$ cat config.mk
export PLATFORM = sky130hd
export DESIGN_NAME = calendar_day_clock
export DESIGN_NICKNAME = d
export VERILOG_FILES = /design/src/cdclk_pkg.sv /design/src/calendar_day_clock.sv /design/src/cdclk_acc.sv /design/src/cdclk_date.sv /design/src/cdclk_tod.sv
export SDC_FILE = /design/constraint.sdc
export NUM_CORES = 2
export LEC_CHECK = 0
export ABC_AREA = 1
export BUFFER_PORTS_ARGS = -buffer_cell sky130_fd_sc_hd__buf_2
export CORE_UTILIZATION = 28
export DETAILED_ROUTE_END_ITERATION = 7
export GPL_TIMING_DRIVEN = 0
export PLACE_DENSITY = 0.44
export SYNTH_ARGS = -nofsm -noshare
export SYNTH_HDL_FRONTEND = slang
export SYNTH_HIERARCHICAL = 1
export SYNTH_SLANG_ARGS = --single-unit
$ cat constraint.sdc
create_clock -name clk -period 7.7 [get_ports clk]
set_input_delay 1.155 -clock clk [delete_from_list [all_inputs] [get_ports clk]]
set_output_delay 1.155 -clock clk [all_outputs]
set_load 0.03 [all_outputs]
$ cat src/cdclk_pkg.sv
package cdclk_pkg;

	localparam int FRAC_W    = 32;
	localparam int INC_W     = 40;
	localparam int YEAR_W    = 24;
	localparam int MONTH_W   = 4;
	localparam int DOM_W     = 5;
	localparam int WDAY_W    = 3;
	localparam int HOUR_W    = 5;
	localparam int MIN_W     = 6;
	localparam int SEC_W     = 6;
	localparam int MS_W      = 10;
	localparam int DOY_W     = 9;
	localparam int FLAGS_W   = 4;

	localparam int NUM_MONTHS    = 12;
	localparam int YEAR_DAYS     = 365;
	localparam int DAYS_PER_WEEK = 7;
	localparam int HOURS_PER_DAY = 24;
	localparam int MIN_PER_HOUR  = 60;
	localparam int SEC_PER_MIN   = 60;
	localparam int MS_PER_SEC    = 1000;

	// floor(2^40 / 365); quotient estimate is low by at most one
	localparam int                RECIP_SHIFT = 40;
	localparam logic [31:0]       RECIP_365   = 32'd3012360624;

	localparam int FLAG_DAY   = 0;
	localparam int FLAG_WEEK  = 1;
	localparam int FLAG_MONTH = 2;
	localparam int FLAG_YEAR  = 3;

	localparam logic [DOY_W-1:0] MONTH_START [NUM_MONTHS] = '{
		9'd0, 9'd31, 9'd59, 9'd90, 9'd120, 9'd151,
		9'd181, 9'd212, 9'd243, 9'd273, 9'd304, 9'd334
	};

	typedef enum logic {
		CMD_TICK = 1'b0,
		CMD_LOAD = 1'b1
	} cmd_t;

	typedef enum logic {
		CFG_PAUSED          = 1'b0,
		CFG_DAYS_PER_SECOND = 1'b1
	} cfg_reg_t;

	typedef struct packed {
		logic load_s1;
		logic load_s2;
		logic update;
	} acc_ctl_t;

	typedef struct packed {
		logic s3;
		logic s4;
		logic s5;
	} stage_ld_t;

	function automatic logic [MONTH_W-1:0] month_of(input logic [DOY_W-1:0] doy);
		logic [MONTH_W-1:0] m;
		m = '0;
		for (int i = 1; i < NUM_MONTHS; i++)
			if (doy >= MONTH_START[i])
				m = MONTH_W'(i);
		return m;
	endfunction

endpackage

$ cat src/calendar_day_clock.sv
// Game calendar clock: day number plus a 0.32 fraction of the day, no leap years.
// Config channel (cfg_valid/cfg_ready, cfg_index, cfg_data) sets the paused bit
// and the days-per-second rate; cfg_ready is always high. Write it while idle.
// Input channel (in_valid/in_ready): command 0 ticks by delta_time times the
// rate, command 1 loads load_day and load_time_of_day.
// Output channel (out_valid/out_ready): one beat per input beat, in order, with
// event flags, date, weekday and time of day.
// Throughput: one beat per cycle while the receiver does not stall. A beat passes
// registers s1 to s5 and the output register; the depth comes from the divide by
// 365 (reciprocal multiply, constant multiply, correction) and the 24/60/60/1000
// time-of-day chain. Day and fraction accumulate in a register loop at stage s2.
// Reset: paused 1, rate 0, day 0, fraction 0, pipeline empty.
// Receiver stall: the output beat holds, earlier stages keep filling, and
// in_ready drops only when every stage holds a beat.
module calendar_day_clock
	import cdclk_pkg::*;
#(
	parameter int DAY_BITS = 32
) (
	input  logic               clk,
	input  logic               arst_n,
	input  logic               cfg_valid,
	output logic               cfg_ready,
	input  logic               cfg_index,
	input  logic [31:0]        cfg_data,
	input  logic               in_valid,
	output logic               in_ready,
	input  logic               command,
	input  logic [31:0]        delta_time,
	input  logic [31:0]        load_day,
	input  logic [31:0]        load_time_of_day,
	output logic               out_valid,
	input  logic               out_ready,
	output logic [FLAGS_W-1:0] event_flags,
	output logic [YEAR_W-1:0]  year,
	output logic [MONTH_W-1:0] month,
	output logic [DOM_W-1:0]   day_of_month,
	output logic [WDAY_W-1:0]  day_of_week,
	output logic [HOUR_W-1:0]  hour,
	output logic [MIN_W-1:0]   minute,
	output logic [SEC_W-1:0]   second,
	output logic [MS_W-1:0]    millisecond
);

	logic                paused_q;
	logic [31:0]         dps_q;

	logic                valid_s1, valid_s2, valid_s3, valid_s4, valid_s5;
	logic                out_valid_q;
	logic                nd_s3, nd_s4, nd_s5;
	logic                ld_s1, ld_s2, ld_out;
	stage_ld_t           ld;
	acc_ctl_t            acc_ctl;

	logic [DAY_BITS-1:0] day_q;
	logic [FRAC_W-1:0]   frac_q;
	logic                new_day_s2;

	logic [YEAR_W-1:0]   cal_year;
	logic [MONTH_W-1:0]  cal_month;
	logic [DOM_W-1:0]    cal_dom;
	logic [WDAY_W-1:0]   cal_wday;
	logic [HOUR_W-1:0]   tod_hour;
	logic [MIN_W-1:0]    tod_minute;
	logic [SEC_W-1:0]    tod_second;
	logic [MS_W-1:0]     tod_ms;
	logic [FLAGS_W-1:0]  flags_next;

	logic [FLAGS_W-1:0]  flags_q;
	logic [YEAR_W-1:0]   year_q;
	logic [MONTH_W-1:0]  month_q;
	logic [DOM_W-1:0]    dom_q;
	logic [WDAY_W-1:0]   wday_q;
	logic [HOUR_W-1:0]   hour_q;
	logic [MIN_W-1:0]    minute_q;
	logic [SEC_W-1:0]    second_q;
	logic [MS_W-1:0]     ms_q;

	assign cfg_ready = 1'b1;

	always_ff @(posedge clk or negedge arst_n) begin
		if (!arst_n) begin
			paused_q <= 1'b1;
			dps_q    <= '0;
		end else if (cfg_valid) begin
			unique case (cfg_reg_t'(cfg_index))
				CFG_PAUSED:          paused_q <= cfg_data[0];
				CFG_DAYS_PER_SECOND: dps_q    <= cfg_data;
			endcase
		end
	end

	always_comb begin
		ld_out          = !out_valid_q || out_ready;
		ld.s5           = !valid_s5 || ld_out;
		ld.s4           = !valid_s4 || ld.s5;
		ld.s3           = !valid_s3 || ld.s4;
		ld_s2           = !valid_s2 || ld.s3;
		ld_s1           = !valid_s1 || ld_s2;
		acc_ctl.load_s1 = ld_s1 && in_valid;
		acc_ctl.load_s2 = ld_s2;
		acc_ctl.update  = ld_s2 && valid_s1;
	end

	assign in_ready = ld_s1;

	always_ff @(posedge clk or negedge arst_n) begin
		if (!arst_n) begin
			valid_s1    <= 1'b0;
			valid_s2    <= 1'b0;
			valid_s3    <= 1'b0;
			valid_s4    <= 1'b0;
			valid_s5    <= 1'b0;
			out_valid_q <= 1'b0;
		end else begin
			if (ld_s1)
				valid_s1 <= in_valid;
			if (ld_s2)
				valid_s2 <= valid_s1;
			if (ld.s3)
				valid_s3 <= valid_s2;
			if (ld.s4)
				valid_s4 <= valid_s3;
			if (ld.s5)
				valid_s5 <= valid_s4;
			if (ld_out)
				out_valid_q <= valid_s5;
		end
	end

	always_ff @(posedge clk) begin
		if (ld.s3)
			nd_s3 <= new_day_s2;
		if (ld.s4)
			nd_s4 <= nd_s3;
		if (ld.s5)
			nd_s5 <= nd_s4;
	end

	cdclk_acc #(
		.DAY_BITS (DAY_BITS)
	) u_acc (
		.clk              (clk),
		.arst_n           (arst_n),
		.ctl              (acc_ctl),
		.command          (command),
		.delta_time       (delta_time),
		.load_day         (load_day),
		.load_time_of_day (load_time_of_day),
		.paused           (paused_q),
		.days_per_second  (dps_q),
		.day_q            (day_q),
		.frac_q           (frac_q),
		.new_day_s2       (new_day_s2)
	);

	cdclk_date #(
		.DAY_BITS (DAY_BITS)
	) u_date (
		.clk          (clk),
		.ld           (ld),
		.day          (day_q),
		.year         (cal_year),
		.month        (cal_month),
		.day_of_month (cal_dom),
		.day_of_week  (cal_wday)
	);

	cdclk_tod u_tod (
		.clk         (clk),
		.ld          (ld),
		.frac        (frac_q),
		.hour        (tod_hour),
		.minute      (tod_minute),
		.second      (tod_second),
		.millisecond (tod_ms)
	);

	// year_q and month_q hold the date of the previous beat
	always_comb begin
		flags_next             = '0;
		flags_next[FLAG_DAY]   = nd_s5;
		flags_next[FLAG_WEEK]  = nd_s5 && (cal_wday == '0);
		flags_next[FLAG_MONTH] = nd_s5 && (cal_month != month_q);
		flags_next[FLAG_YEAR]  = nd_s5 && (cal_year != year_q);
	end

	always_ff @(posedge clk or negedge arst_n) begin
		if (!arst_n) begin
			year_q  <= YEAR_W'(1);
			month_q <= '0;
		end else if (ld_out && valid_s5) begin
			year_q  <= cal_year;
			month_q <= cal_month;
		end
	end

	always_ff @(posedge clk) begin
		if (ld_out && valid_s5) begin
			flags_q  <= flags_next;
			dom_q    <= cal_dom;
			wday_q   <= cal_wday;
			hour_q   <= tod_hour;
			minute_q <= tod_minute;
			second_q <= tod_second;
			ms_q     <= tod_ms;
		end
	end

	assign out_valid    = out_valid_q;
	assign event_flags  = flags_q;
	assign year         = year_q;
	assign month        = month_q;
	assign day_of_month = dom_q;
	assign day_of_week  = wday_q;
	assign hour         = hour_q;
	assign minute       = minute_q;
	assign second       = second_q;
	assign millisecond  = ms_q;

endmodule

$ cat src/cdclk_acc.sv
module cdclk_acc
	import cdclk_pkg::*;
#(
	parameter int DAY_BITS = 32
) (
	input  logic                clk,
	input  logic                arst_n,
	input  acc_ctl_t            ctl,
	input  logic                command,
	input  logic [31:0]         delta_time,
	input  logic [31:0]         load_day,
	input  logic [31:0]         load_time_of_day,
	input  logic                paused,
	input  logic [31:0]         days_per_second,
	output logic [DAY_BITS-1:0] day_q,
	output logic [FRAC_W-1:0]   frac_q,
	output logic                new_day_s2
);

	localparam int PROD_W = 2 * FRAC_W;
	localparam int SUM_W  = INC_W + 1;

	cmd_t                cmd_s1;
	logic [INC_W-1:0]    inc_s1;
	logic [DAY_BITS-1:0] load_day_s1;
	logic [FRAC_W-1:0]   load_tod_s1;

	logic [PROD_W-1:0]   prod;
	logic [SUM_W-1:0]    sum;
	logic                tick_go;
	logic                rollover;
	logic [FRAC_W-1:0]   frac_tick;
	logic [DAY_BITS-1:0] day_next;
	logic [FRAC_W-1:0]   frac_next;

	assign prod = PROD_W'(delta_time) * PROD_W'(days_per_second);

	always_ff @(posedge clk) begin
		if (ctl.load_s1) begin
			cmd_s1      <= cmd_t'(command);
			inc_s1      <= prod[PROD_W-1:PROD_W-INC_W];
			load_day_s1 <= load_day[DAY_BITS-1:0];
			load_tod_s1 <= load_time_of_day;
		end
	end

	assign sum       = SUM_W'(frac_q) + SUM_W'(inc_s1);
	assign tick_go   = (cmd_s1 == CMD_TICK) && !paused;
	assign rollover  = tick_go && (sum[SUM_W-1:FRAC_W] != '0);
	// one rollover at most; a sum of two days or more saturates the fraction
	assign frac_tick = (sum[SUM_W-1:FRAC_W+1] != '0) ? '1 : sum[FRAC_W-1:0];

	always_comb begin
		day_next  = day_q;
		frac_next = frac_q;
		if (cmd_s1 == CMD_LOAD) begin
			day_next  = load_day_s1;
			frac_next = load_tod_s1;
		end else if (tick_go) begin
			frac_next = frac_tick;
			if (rollover)
				day_next = day_q + DAY_BITS'(1);
		end
	end

	always_ff @(posedge clk or negedge arst_n) begin
		if (!arst_n) begin
			day_q  <= '0;
			frac_q <= '0;
		end else if (ctl.update) begin
			day_q  <= day_next;
			frac_q <= frac_next;
		end
	end

	always_ff @(posedge clk) begin
		if (ctl.load_s2)
			new_day_s2 <= rollover;
	end

endmodule

$ cat src/cdclk_date.sv
module cdclk_date
	import cdclk_pkg::*;
#(
	parameter int DAY_BITS = 32
) (
	input  logic                clk,
	input  stage_ld_t           ld,
	input  logic [DAY_BITS-1:0] day,
	output logic [YEAR_W-1:0]   year,
	output logic [MONTH_W-1:0]  month,
	output logic [DOM_W-1:0]    day_of_month,
	output logic [WDAY_W-1:0]   day_of_week
);

	localparam int PW     = DAY_BITS + 32;
	localparam int QW     = PW - RECIP_SHIFT;
	localparam int NCH    = (DAY_BITS + 2) / 3;
	localparam int PAD_W  = 3 * NCH;
	localparam int FOLD_W = $clog2(7 * NCH + 1);
	localparam int NF     = (FOLD_W + 2) / 3;
	localparam int FPAD_W = 3 * NF;
	localparam int WS_W   = $clog2(3 * DAYS_PER_WEEK + 1);

	logic [DAY_BITS-1:0] day_s3;
	logic [PW-1:0]       prod_s3;
	logic [FOLD_W-1:0]   fold_s3;

	logic [DAY_BITS-1:0] day_s4;
	logic [QW-1:0]       qe_s4;
	logic [DAY_BITS-1:0] q365_s4;
	logic [WDAY_W-1:0]   wday_s4;

	logic [YEAR_W-1:0]   year_s5;
	logic [DOY_W-1:0]    doy_s5;
	logic [WDAY_W-1:0]   wday_s5;

	logic [PAD_W-1:0]    day_pad;
	logic [FOLD_W-1:0]   fold_sum;
	logic [FPAD_W-1:0]   fold_pad;
	logic [WS_W-1:0]     wsum;
	logic [WDAY_W-1:0]   wday_next;
	logic [QW-1:0]       qe_next;
	logic [DAY_BITS-1:0] rem;
	logic [9:0]          rem10;
	logic                over;
	logic [QW-1:0]       q_fix;
	logic [DOY_W-1:0]    dom_wide;

	// 8 == 1 mod 7: sum the octal digits
	assign day_pad = PAD_W'(day);

	always_comb begin
		fold_sum = '0;
		for (int i = 0; i < NCH; i++)
			fold_sum = fold_sum + FOLD_W'(day_pad[3*i +: 3]);
	end

	always_ff @(posedge clk) begin
		if (ld.s3) begin
			day_s3  <= day;
			prod_s3 <= PW'(day) * PW'(RECIP_365);
			fold_s3 <= fold_sum;
		end
	end

	assign fold_pad = FPAD_W'(fold_s3);
	assign qe_next  = prod_s3[PW-1:RECIP_SHIFT];

	always_comb begin
		wsum = '0;
		for (int i = 0; i < NF; i++)
			wsum = wsum + WS_W'(fold_pad[3*i +: 3]);
		priority if (wsum >= WS_W'(3 * DAYS_PER_WEEK))
			wday_next = WDAY_W'(wsum - WS_W'(3 * DAYS_PER_WEEK));
		else if (wsum >= WS_W'(2 * DAYS_PER_WEEK))
			wday_next = WDAY_W'(wsum - WS_W'(2 * DAYS_PER_WEEK));
		else if (wsum >= WS_W'(DAYS_PER_WEEK))
			wday_next = WDAY_W'(wsum - WS_W'(DAYS_PER_WEEK));
		else
			wday_next = WDAY_W'(wsum);
	end

	always_ff @(posedge clk) begin
		if (ld.s4) begin
			day_s4  <= day_s3;
			qe_s4   <= qe_next;
			q365_s4 <= DAY_BITS'(qe_next) * DAY_BITS'(YEAR_DAYS);
			wday_s4 <= wday_next;
		end
	end

	// remainder below twice the year length: one correction step
	assign rem   = day_s4 - q365_s4;
	assign rem10 = rem[9:0];
	assign over  = rem10 >= 10'(YEAR_DAYS);
	assign q_fix = qe_s4 + QW'(over);

	always_ff @(posedge clk) begin
		if (ld.s5) begin
			year_s5 <= YEAR_W'(q_fix) + YEAR_W'(1);
			doy_s5  <= over ? DOY_W'(rem10 - 10'(YEAR_DAYS)) : rem10[DOY_W-1:0];
			wday_s5 <= wday_s4;
		end
	end

	assign month        = month_of(doy_s5);
	assign dom_wide     = doy_s5 - MONTH_START[month] + DOY_W'(1);
	assign day_of_month = dom_wide[DOM_W-1:0];
	assign year         = year_s5;
	assign day_of_week  = wday_s5;

endmodule

$ cat src/cdclk_tod.sv
module cdclk_tod
	import cdclk_pkg::*;
(
	input  logic              clk,
	input  stage_ld_t         ld,
	input  logic [FRAC_W-1:0] frac,
	output logic [HOUR_W-1:0] hour,
	output logic [MIN_W-1:0]  minute,
	output logic [SEC_W-1:0]  second,
	output logic [MS_W-1:0]   millisecond
);

	localparam int T1_W = FRAC_W + HOUR_W;
	localparam int T2_W = FRAC_W + MIN_W;
	localparam int T3_W = FRAC_W + SEC_W;
	localparam int T4_W = FRAC_W + MS_W;

	logic [HOUR_W-1:0] hour_s3, hour_s4, hour_s5;
	logic [MIN_W-1:0]  minute_s4, minute_s5;
	logic [SEC_W-1:0]  second_s5;
	logic [FRAC_W-1:0] rem_s3, rem_s4, rem_s5;

	logic [T1_W-1:0]   t1;
	logic [T2_W-1:0]   t2;
	logic [T3_W-1:0]   t3;
	logic [T4_W-1:0]   t4;

	assign t1 = T1_W'(frac) * T1_W'(HOURS_PER_DAY);
	assign t2 = T2_W'(rem_s3) * T2_W'(MIN_PER_HOUR);
	assign t3 = T3_W'(rem_s4) * T3_W'(SEC_PER_MIN);
	assign t4 = T4_W'(rem_s5) * T4_W'(MS_PER_SEC);

	always_ff @(posedge clk) begin
		if (ld.s3) begin
			hour_s3 <= t1[T1_W-1:FRAC_W];
			rem_s3  <= t1[FRAC_W-1:0];
		end
		if (ld.s4) begin
			hour_s4   <= hour_s3;
			minute_s4 <= t2[T2_W-1:FRAC_W];
			rem_s4    <= t2[FRAC_W-1:0];
		end
		if (ld.s5) begin
			hour_s5   <= hour_s4;
			minute_s5 <= minute_s4;
			second_s5 <= t3[T3_W-1:FRAC_W];
			rem_s5    <= t3[FRAC_W-1:0];
		end
	end

	assign hour        = hour_s5;
	assign minute      = minute_s5;
	assign second      = second_s5;
	assign millisecond = t4[T4_W-1:FRAC_W];

endmodule

# After elaboration in Yosys (flattened, before gate mapping)
# Memories as Yosys holds them, arrays and structs flattened.
# Index checks and enable logic that the tools add are counted.
word_totals:
  ff_bits: 556
  mem_bits_ro: 144
  output_inout_bits: 70
  elab_cells: 151
  n_memories: 1
op_classes:
  add_sub_neg: 23
  n_mul: 7
  n_lt_le_gt_ge: 16
  n_eq_ne: 2
  muxes: 23
  bitwise_logic: 3
  n_reduce_logical: 30
mem_list:
  columns: ["name", "depth", "width", "read_ports", "rd_clocked_by_memory_dff", "wr", "line_no", "text"]
  rows:
  - ["(name not given)", 16, 9, 1, 0, 0, "cdclk_date.sv:107", "assign dom_wide = doy_s5 - MONTH_START[month] + DOY_W'(1);"]
ops:
  columns: ["cell", "n"]
  rows:
  - ["$mux W32", 6]
  - ["$mul A32 B32 Y64", 1]
  - ["$mul A32 B28 Y60 const B", 1]
  - ["$add A7 B3 Y7", 7]
  - ["$add A32 B40 Y41", 1]
  - ["$ge A9 B8 Y1 const B", 4]
  - ["$mul A28 B7 Y35 const B", 1]
  - ["$mul A32 B2 Y34 const B", 1]
  - ["$mul A29 B4 Y33 const B", 1]
  - ["$add A32 B1 Y32 const B", 1]
  - ["$mul A27 B4 Y31 const B", 1]
  - ["$ge A9 B9 Y1 const B", 3]
  - ["$add A24 B1 Y24", 1]
  - ["$add A24 B1 Y24 const B", 1]
  - ["$mul A24 B9 Y10 const B", 1]
  - ["$ne A24 B24 Y1", 1]
  - ["$mux W3", 7]
  - ["$ge A9 B7 Y1 const B", 2]
  - ["$mux W4", 4]
  - ["$ge A10 B9 Y1 const B", 1]
  - ["$ge A5 B5 Y1 const B", 2]
  - ["$mux W5", 2]
  - ["$sub A10 B10 Y10", 1]
  - ["$ge A9 B5 Y1 const B", 1]
  - ["26 further kinds", 52]

# Depth between registers and ports, before layout
logic_depth:
  depth_word: 18
  depth_mapped: 32

# Cells and area by module
# The synthesis kept the hierarchy.
by_module_without_submodules:
  columns: ["module", "instances", "cells_each", "area_each_um2", "seq_area_each_um2"]
  rows:
  - ["cdclk_acc", 1, 5732, 44202.4, 4784.6]
  - ["cdclk_date", 1, 2650, 24770.0, 3663.5]
  - ["cdclk_tod", 1, 2151, 16693.5, 3423.3]
  - ["calendar_day_clock", 1, 389, 4357.9, 2940.3]

# Worst setup path before layout
# OpenSTA, ideal clock, no wires.
synth_path:
  path_type: "input to register"
  start: "in delta_time[5]"
  end: "reg u_acc.inc_s1[36] (data pin)"
  setup_ps: 252
  arrival_time_ps: 7493
  required_time_ps: 7448
  setup_slack_ps: -45
  cell_stages: 29
  path_buffers: 1
  cell_sequence: "clkbuf_1 -> nand2_1 -> inv_1 -> fa_1 -> inv_1 -> fa_1 -> inv_1 -> fa_1 -> inv_1 -> fa_1 -> inv_1 -> fa_1 -> fa_1 -> fa_1 -> inv_1 -> fa_1 -> inv_1 -> ha_1 -> nand2_1 -> nor2_1 -> inv_1 -> nor2_1 -> nand3_1 -> o21ai_0 -> nand3_1 -> o21ai_0 -> nand4_1 -> nand3_1 -> nand2_1"
synth_between:
  elab_chain_cells: 1
synth_rtl:
  columns: ["item", "line_no", "text"]
  rows:
  - ["start, declared", "calendar_day_clock.sv:29", "input logic [31:0] delta_time,"]
  - ["$mul A32 B32 Y64", "cdclk_acc.sv:36", "assign prod = PROD_W'(delta_time) * PROD_W'(days_per_second);"]
  - ["named net u_acc.prod[60]", "cdclk_acc.sv:28", "logic [PROD_W-1:0] prod;"]
  - ["end signal, assigned", "cdclk_acc.sv:41", "inc_s1 <= prod[PROD_W-1:PROD_W-INC_W];"]
  - ["end, declared", "cdclk_acc.sv:24", "logic [INC_W-1:0] inc_s1;"]
# The timed path passes the listed nets, and every way through them passes these cells.
# A chain may end at the register's enable or synchronous reset.

# Worst setup path in the final report
layout_path:
  start: "in delta_time[19]"
  end: "reg u_acc.inc_s1[27] (data pin)"
# Same word-level chain as after synthesis.

==> results by stage <==
GRT:
- The number of global-route vias before repair is 71100.
- The initial antenna violation count is 30.
- The met2 layer usage reported by global route is 0.326.
- For this run, global-route usage on met3 was measured as 0.0242.
- Across every metal layer, demand over resource in global routing totals 0.192.
- Entering global routing, the biggest net connects 91 pins.
- The peak-usage layer in the global routing report is met2.
- In the global route stage, met1 resource usage came out at 0.249.
- Summed over all layers, the global routing overflow is 0.
- The wire length of the first global-routing pass is 460 mm.

Setup path:
- The largest driver fanout on the critical path is 10.
- The worst setup path category is in -> reg.
- STA classifies the critical path endpoint as a register.
- STA puts the critical path data arrival time at 8.07 ns.
- The worst setup path is launched from an input pin.
- The critical path required time is 8.20 ns.

Synth:
- By count the netlist is led by inv_1 (3175), nand2_1 (2661), fa_1 (1531).
- The largest total area in the synthesized netlist belongs to fa_1.
- The share of the Yosys chip area taken by registers is 0.165.
- The total number of yosys warnings is 6.
- The number of enable-type register cells in the synthesized netlist is 384.
- The net count of the mapped netlist is 13400.
- The number of storage elements in the synthesis netlist is 515.
- The number of distinct library cells after synthesis is 70.
- Yosys attributes the largest share of cell area to fa_1 (34%), inv_1 (13%), edfxtp_1 (13%), ha_1 (12%), nand2_1 (11%).
- The most used flip-flop cell after synthesis is edfxtp_1.
- The cell area that synthesis handed to floorplanning was 0.0900 mm^2.
- By instance count, the leading cell after synthesis is inv_1.
- The fraction of registers with async set/reset is 0.254.
- The synthesized netlist cell count is 10900.
- The fraction of post-synthesis cell area in the top cell type by area is 0.340.
- The average instance area after synthesis is 8.24 um^2.

Layout:
- The number of fill cells is 34500.
- The core occupancy in the finished layout is 0.316.
- Of the cells placed in the final design, the portion with a size suffix greater than 1 is 0.0713.
- The area growth from synthesis to layout is 11.8%.
- In the final design database the tool counted 13700 nets.

Route:
- The routed design has 311 mm of wire.
- The first TritonRoute pass finished after 6 iterations.
- The post-detailed-route via-to-cell ratio is 4.42.
- The post-detailed-route DRC marker count is 0.
- After detailed routing, the average wire length per cell comes to 20.0 um.
- For this block, the via count after detailed routing is 68800.
- The number of DRC violations after detailed-routing iteration 0 is 4395.
- The count of nets left with antenna violations once routing finished came out at 0.

Floorplanning:
- 205 I/O pins were placed.
- The effective utilization at floorplan is 0.282.
- The die height is 569 um.
- The core area is 0.319 mm^2.
- The number of standard-cell rows in the floorplan is 207.
- The die covers 0.324 mm^2.
- The floorplan step set the die width to 569 um.

Place:
- The HPWL after detailed placement is 262 mm.
- The number of buffers added on ports is 203.
- The routability congestion estimate is 0.953.
- Before CTS, the worst setup slack after placement is -2.03 ns.

CTS:
- The worst-skew pair later-pin latency is 0.81 ns.
- The maximum level of the CTS H-tree is 3.
- Clock tree synthesis inserted a total of 75 buffers.
- The CTS sink count is 515.
- The CTS tree is built.
- The maximum number of buffers from clock root to sink is 4.
- Clock-pin slew was measured on the worst setup and hold paths at 0.08 ns.
- The clock tree root driver cell is clkbuf_16.
- In this run, post-CTS hold repair placed 0 buffers.

Timing:
- The fmax is 132 MHz.
- The total count of hold-check failures in the final report was 0.
- The worst path setup slack after routing is 0.130 ns.
- The minimum period implied by the final worst setup slack is 7.57 ns.
- The total of endpoints with negative setup slack in the final report is 0.
- The final worst-path cycle share is 0.983.
- The clock arrives with 0.0851 ns of skew.
- Setup repair after global routing could not meet its margin everywhere.
- The actual slew at the worst max-slew pin is 1.31 ns.
- The number of pins exceeding their max-slew limit in the final report is 0.
- The max-slew headroom at the worst pin is 0.129.

Min path:
- The worst min-delay path category is in -> async.

Job:
- The max-capacitance violation count is 0.

Outcome:
- The run finished with clean final reports.
-- critical path, stage by stage --
cell,delay [ns]
buf_2,0.14
clkbuf_4,0.28
nand2_1,0.11
inv_1,0.06
fa_1,0.49
inv_1,0.05
fa_1,0.51
fa_1,0.55
fa_1,0.50
inv_1,0.05
fa_1,0.52
fa_1,0.44
fa_1,0.55
inv_1,0.06
fa_2,0.64
inv_1,0.06
ha_1,0.35
nand2_1,0.19
inv_1,0.08
a21oi_2,0.27
nor2_1,0.07
nor2_1,0.19
o21ai_0,0.17
a221oi_1,0.26
nand2_1,0.15
xor2_1,0.17
-- timing repair --
action                                 CTS  global route
gates resized for setup                362           392
setup buffers                            5            12
setup endpoints to repair               44            43
endpoints found under the hold margin    0             0
pin swaps                                3             8
-- stage by stage --
| stage | std cells | hold WS (ns) | cell area, um^2 | setup TNS, ns |
|---|---|---|---|---|
| after floorplan | 10900 | 0.400 | 90000 | 0 |
| after global placement | 15400 | 0.400 | 96400 | -125.55 |
| after detailed placement | 15400 | 0.405 | 96600 | -59.23 |
| after CTS | 15600 | 0.224 | 99800 | -0.0119 |
| after global routing | 15600 | 0.267 | 101000 | -0.149 |
| final | 15600 | 0.273 | 101000 | 0 |
-- cell usage in the layout, fill, tap and decap left out, types with 15 or more instances in the layout --
| master | instances |
|---|---|
| clkbuf_4 | 33 |
| buf_8 | 23 |
| nand2_1 | 2660 |
| o21bai_1 | 43 |
| nand3b_1 | 19 |
| mux2_2 | 31 |
| nand4_1 | 52 |
| fa_1 | 1522 |
| a21oi_1 | 276 |
| xnor2_1 | 67 |
| a31oi_1 | 46 |
| nor3_1 | 49 |
| o21ai_0 | 143 |
| clkbuf_1 | 35 |
| nand3_1 | 238 |
| clkinv_2 | 15 |
| clkbuf_2 | 15 |
| a21oi_2 | 17 |
| buf_6 | 43 |
| nand2_2 | 35 |
| edfxtp_1 | 384 |
| clkbuf_16 | 78 |
| nor2_2 | 31 |
| dfrtp_2 | 28 |
| o21a_1 | 17 |
| buf_4 | 65 |
| nand3_2 | 17 |
| nor4_1 | 16 |
| dfrtp_1 | 100 |
| a21o_1 | 20 |
| nor2_1 | 524 |
| ha_1 | 841 |
| clkbuf_8 | 15 |
| xor2_1 | 140 |
| buf_2 | 220 |
| inv_1 | 3173 |
| o21ai_1 | 37 |
-- flip-flops by register name (all words and copies together) (netlist names), 7 cells and up --
| name | flops |
|---|---|
| u_acc/inc_s1 | 40 |
| u_date/doy_s5 | 9 |
| u_date/q365_s4 | 8 |
| u_acc/day_q | 32 |
| u_acc/frac_q | 32 |
| u_date/qe_s4 | 24 |
| u_date/year | 24 |
| dps_q | 32 |
| u_tod/rem_s5 | 25 |
| u_date/prod_s3 | 24 |
| year | 24 |
| u_date/fold_s3 | 7 |
| u_acc/load_day_s1 | 32 |
| u_date/day_s3 | 10 |
| u_tod/rem_s4 | 27 |
| u_date/day_s4 | 10 |
| u_acc/load_tod_s1 | 32 |
| u_tod/rem_s3 | 29 |
| millisecond | 10 |
-- area by class of cell --
class | instances | area, um^2 | share of cell area
multi-input cells | 6993 | 62700 | 0.623
flip-flops and latches | 515 | 14900 | 0.148
inverters | 3182 | 12000 | 0.119
well taps | 4284 | 5360 | 0.0533
plain buffers | 232 | 2070 | 0.0205
clock buffers | 88 | 1940 | 0.0192
repair buffers | 225 | 1320 | 0.0131
clock inverters | 45 | 395 | 0.00393
diodes | 5 | 12.5 | 0.000124
-- final timing paths --
path                       cells past startpoint  slack, ns                       from                         end
setup reg to reg                              24       0.18      dps_q[13]$_DFFE_PN0P_  u_acc/inc_s1[24]$_DFFE_PP_
min in group clk                               0       0.42  u_tod/minute[1]$_DFFE_PP_         minute[1]$_DFFE_PP_
hold / removal                                 1       0.27                     arst_n       dps_q[17]$_DFFE_PN0P_
max in group asynchronous                      2       6.33                     arst_n  u_acc/day_q[7]$_DFFE_PN0P_
hold reg to reg                                0       0.42  u_tod/minute[1]$_DFFE_PP_         minute[1]$_DFFE_PP_
setup / recovery                              26       0.13             delta_time[19]  u_acc/inc_s1[27]$_DFFE_PP_
-- layer usage --
metal  vias up  part of all wire
met5         -           0.00013
met4         6             0.043
met3       465             0.050
met2      1619              0.48
met1     34000              0.43
li1      32700                 -
-- cells by family (layout without fill, tap and decap cells) --
logic type	Yosys count	after routing	synth area share
other	1	6	0.0000417
flip-flops	515	515	0.165
XOR/XNOR	213	213	0.0212
AND/OR/NAND/NOR	3701	3701	0.167
adder cells (fa/ha/maj)	2382	2382	0.459
buffers and inverters	3414	3772	0.143
AO/OA/AOI/OAI	665	665	0.0419
multiplexers	31	31	0.00388
Power is left out: the tool's default activity adds up to more than one toggle a clock period on the data nets, which glitch-free logic cannot reach.
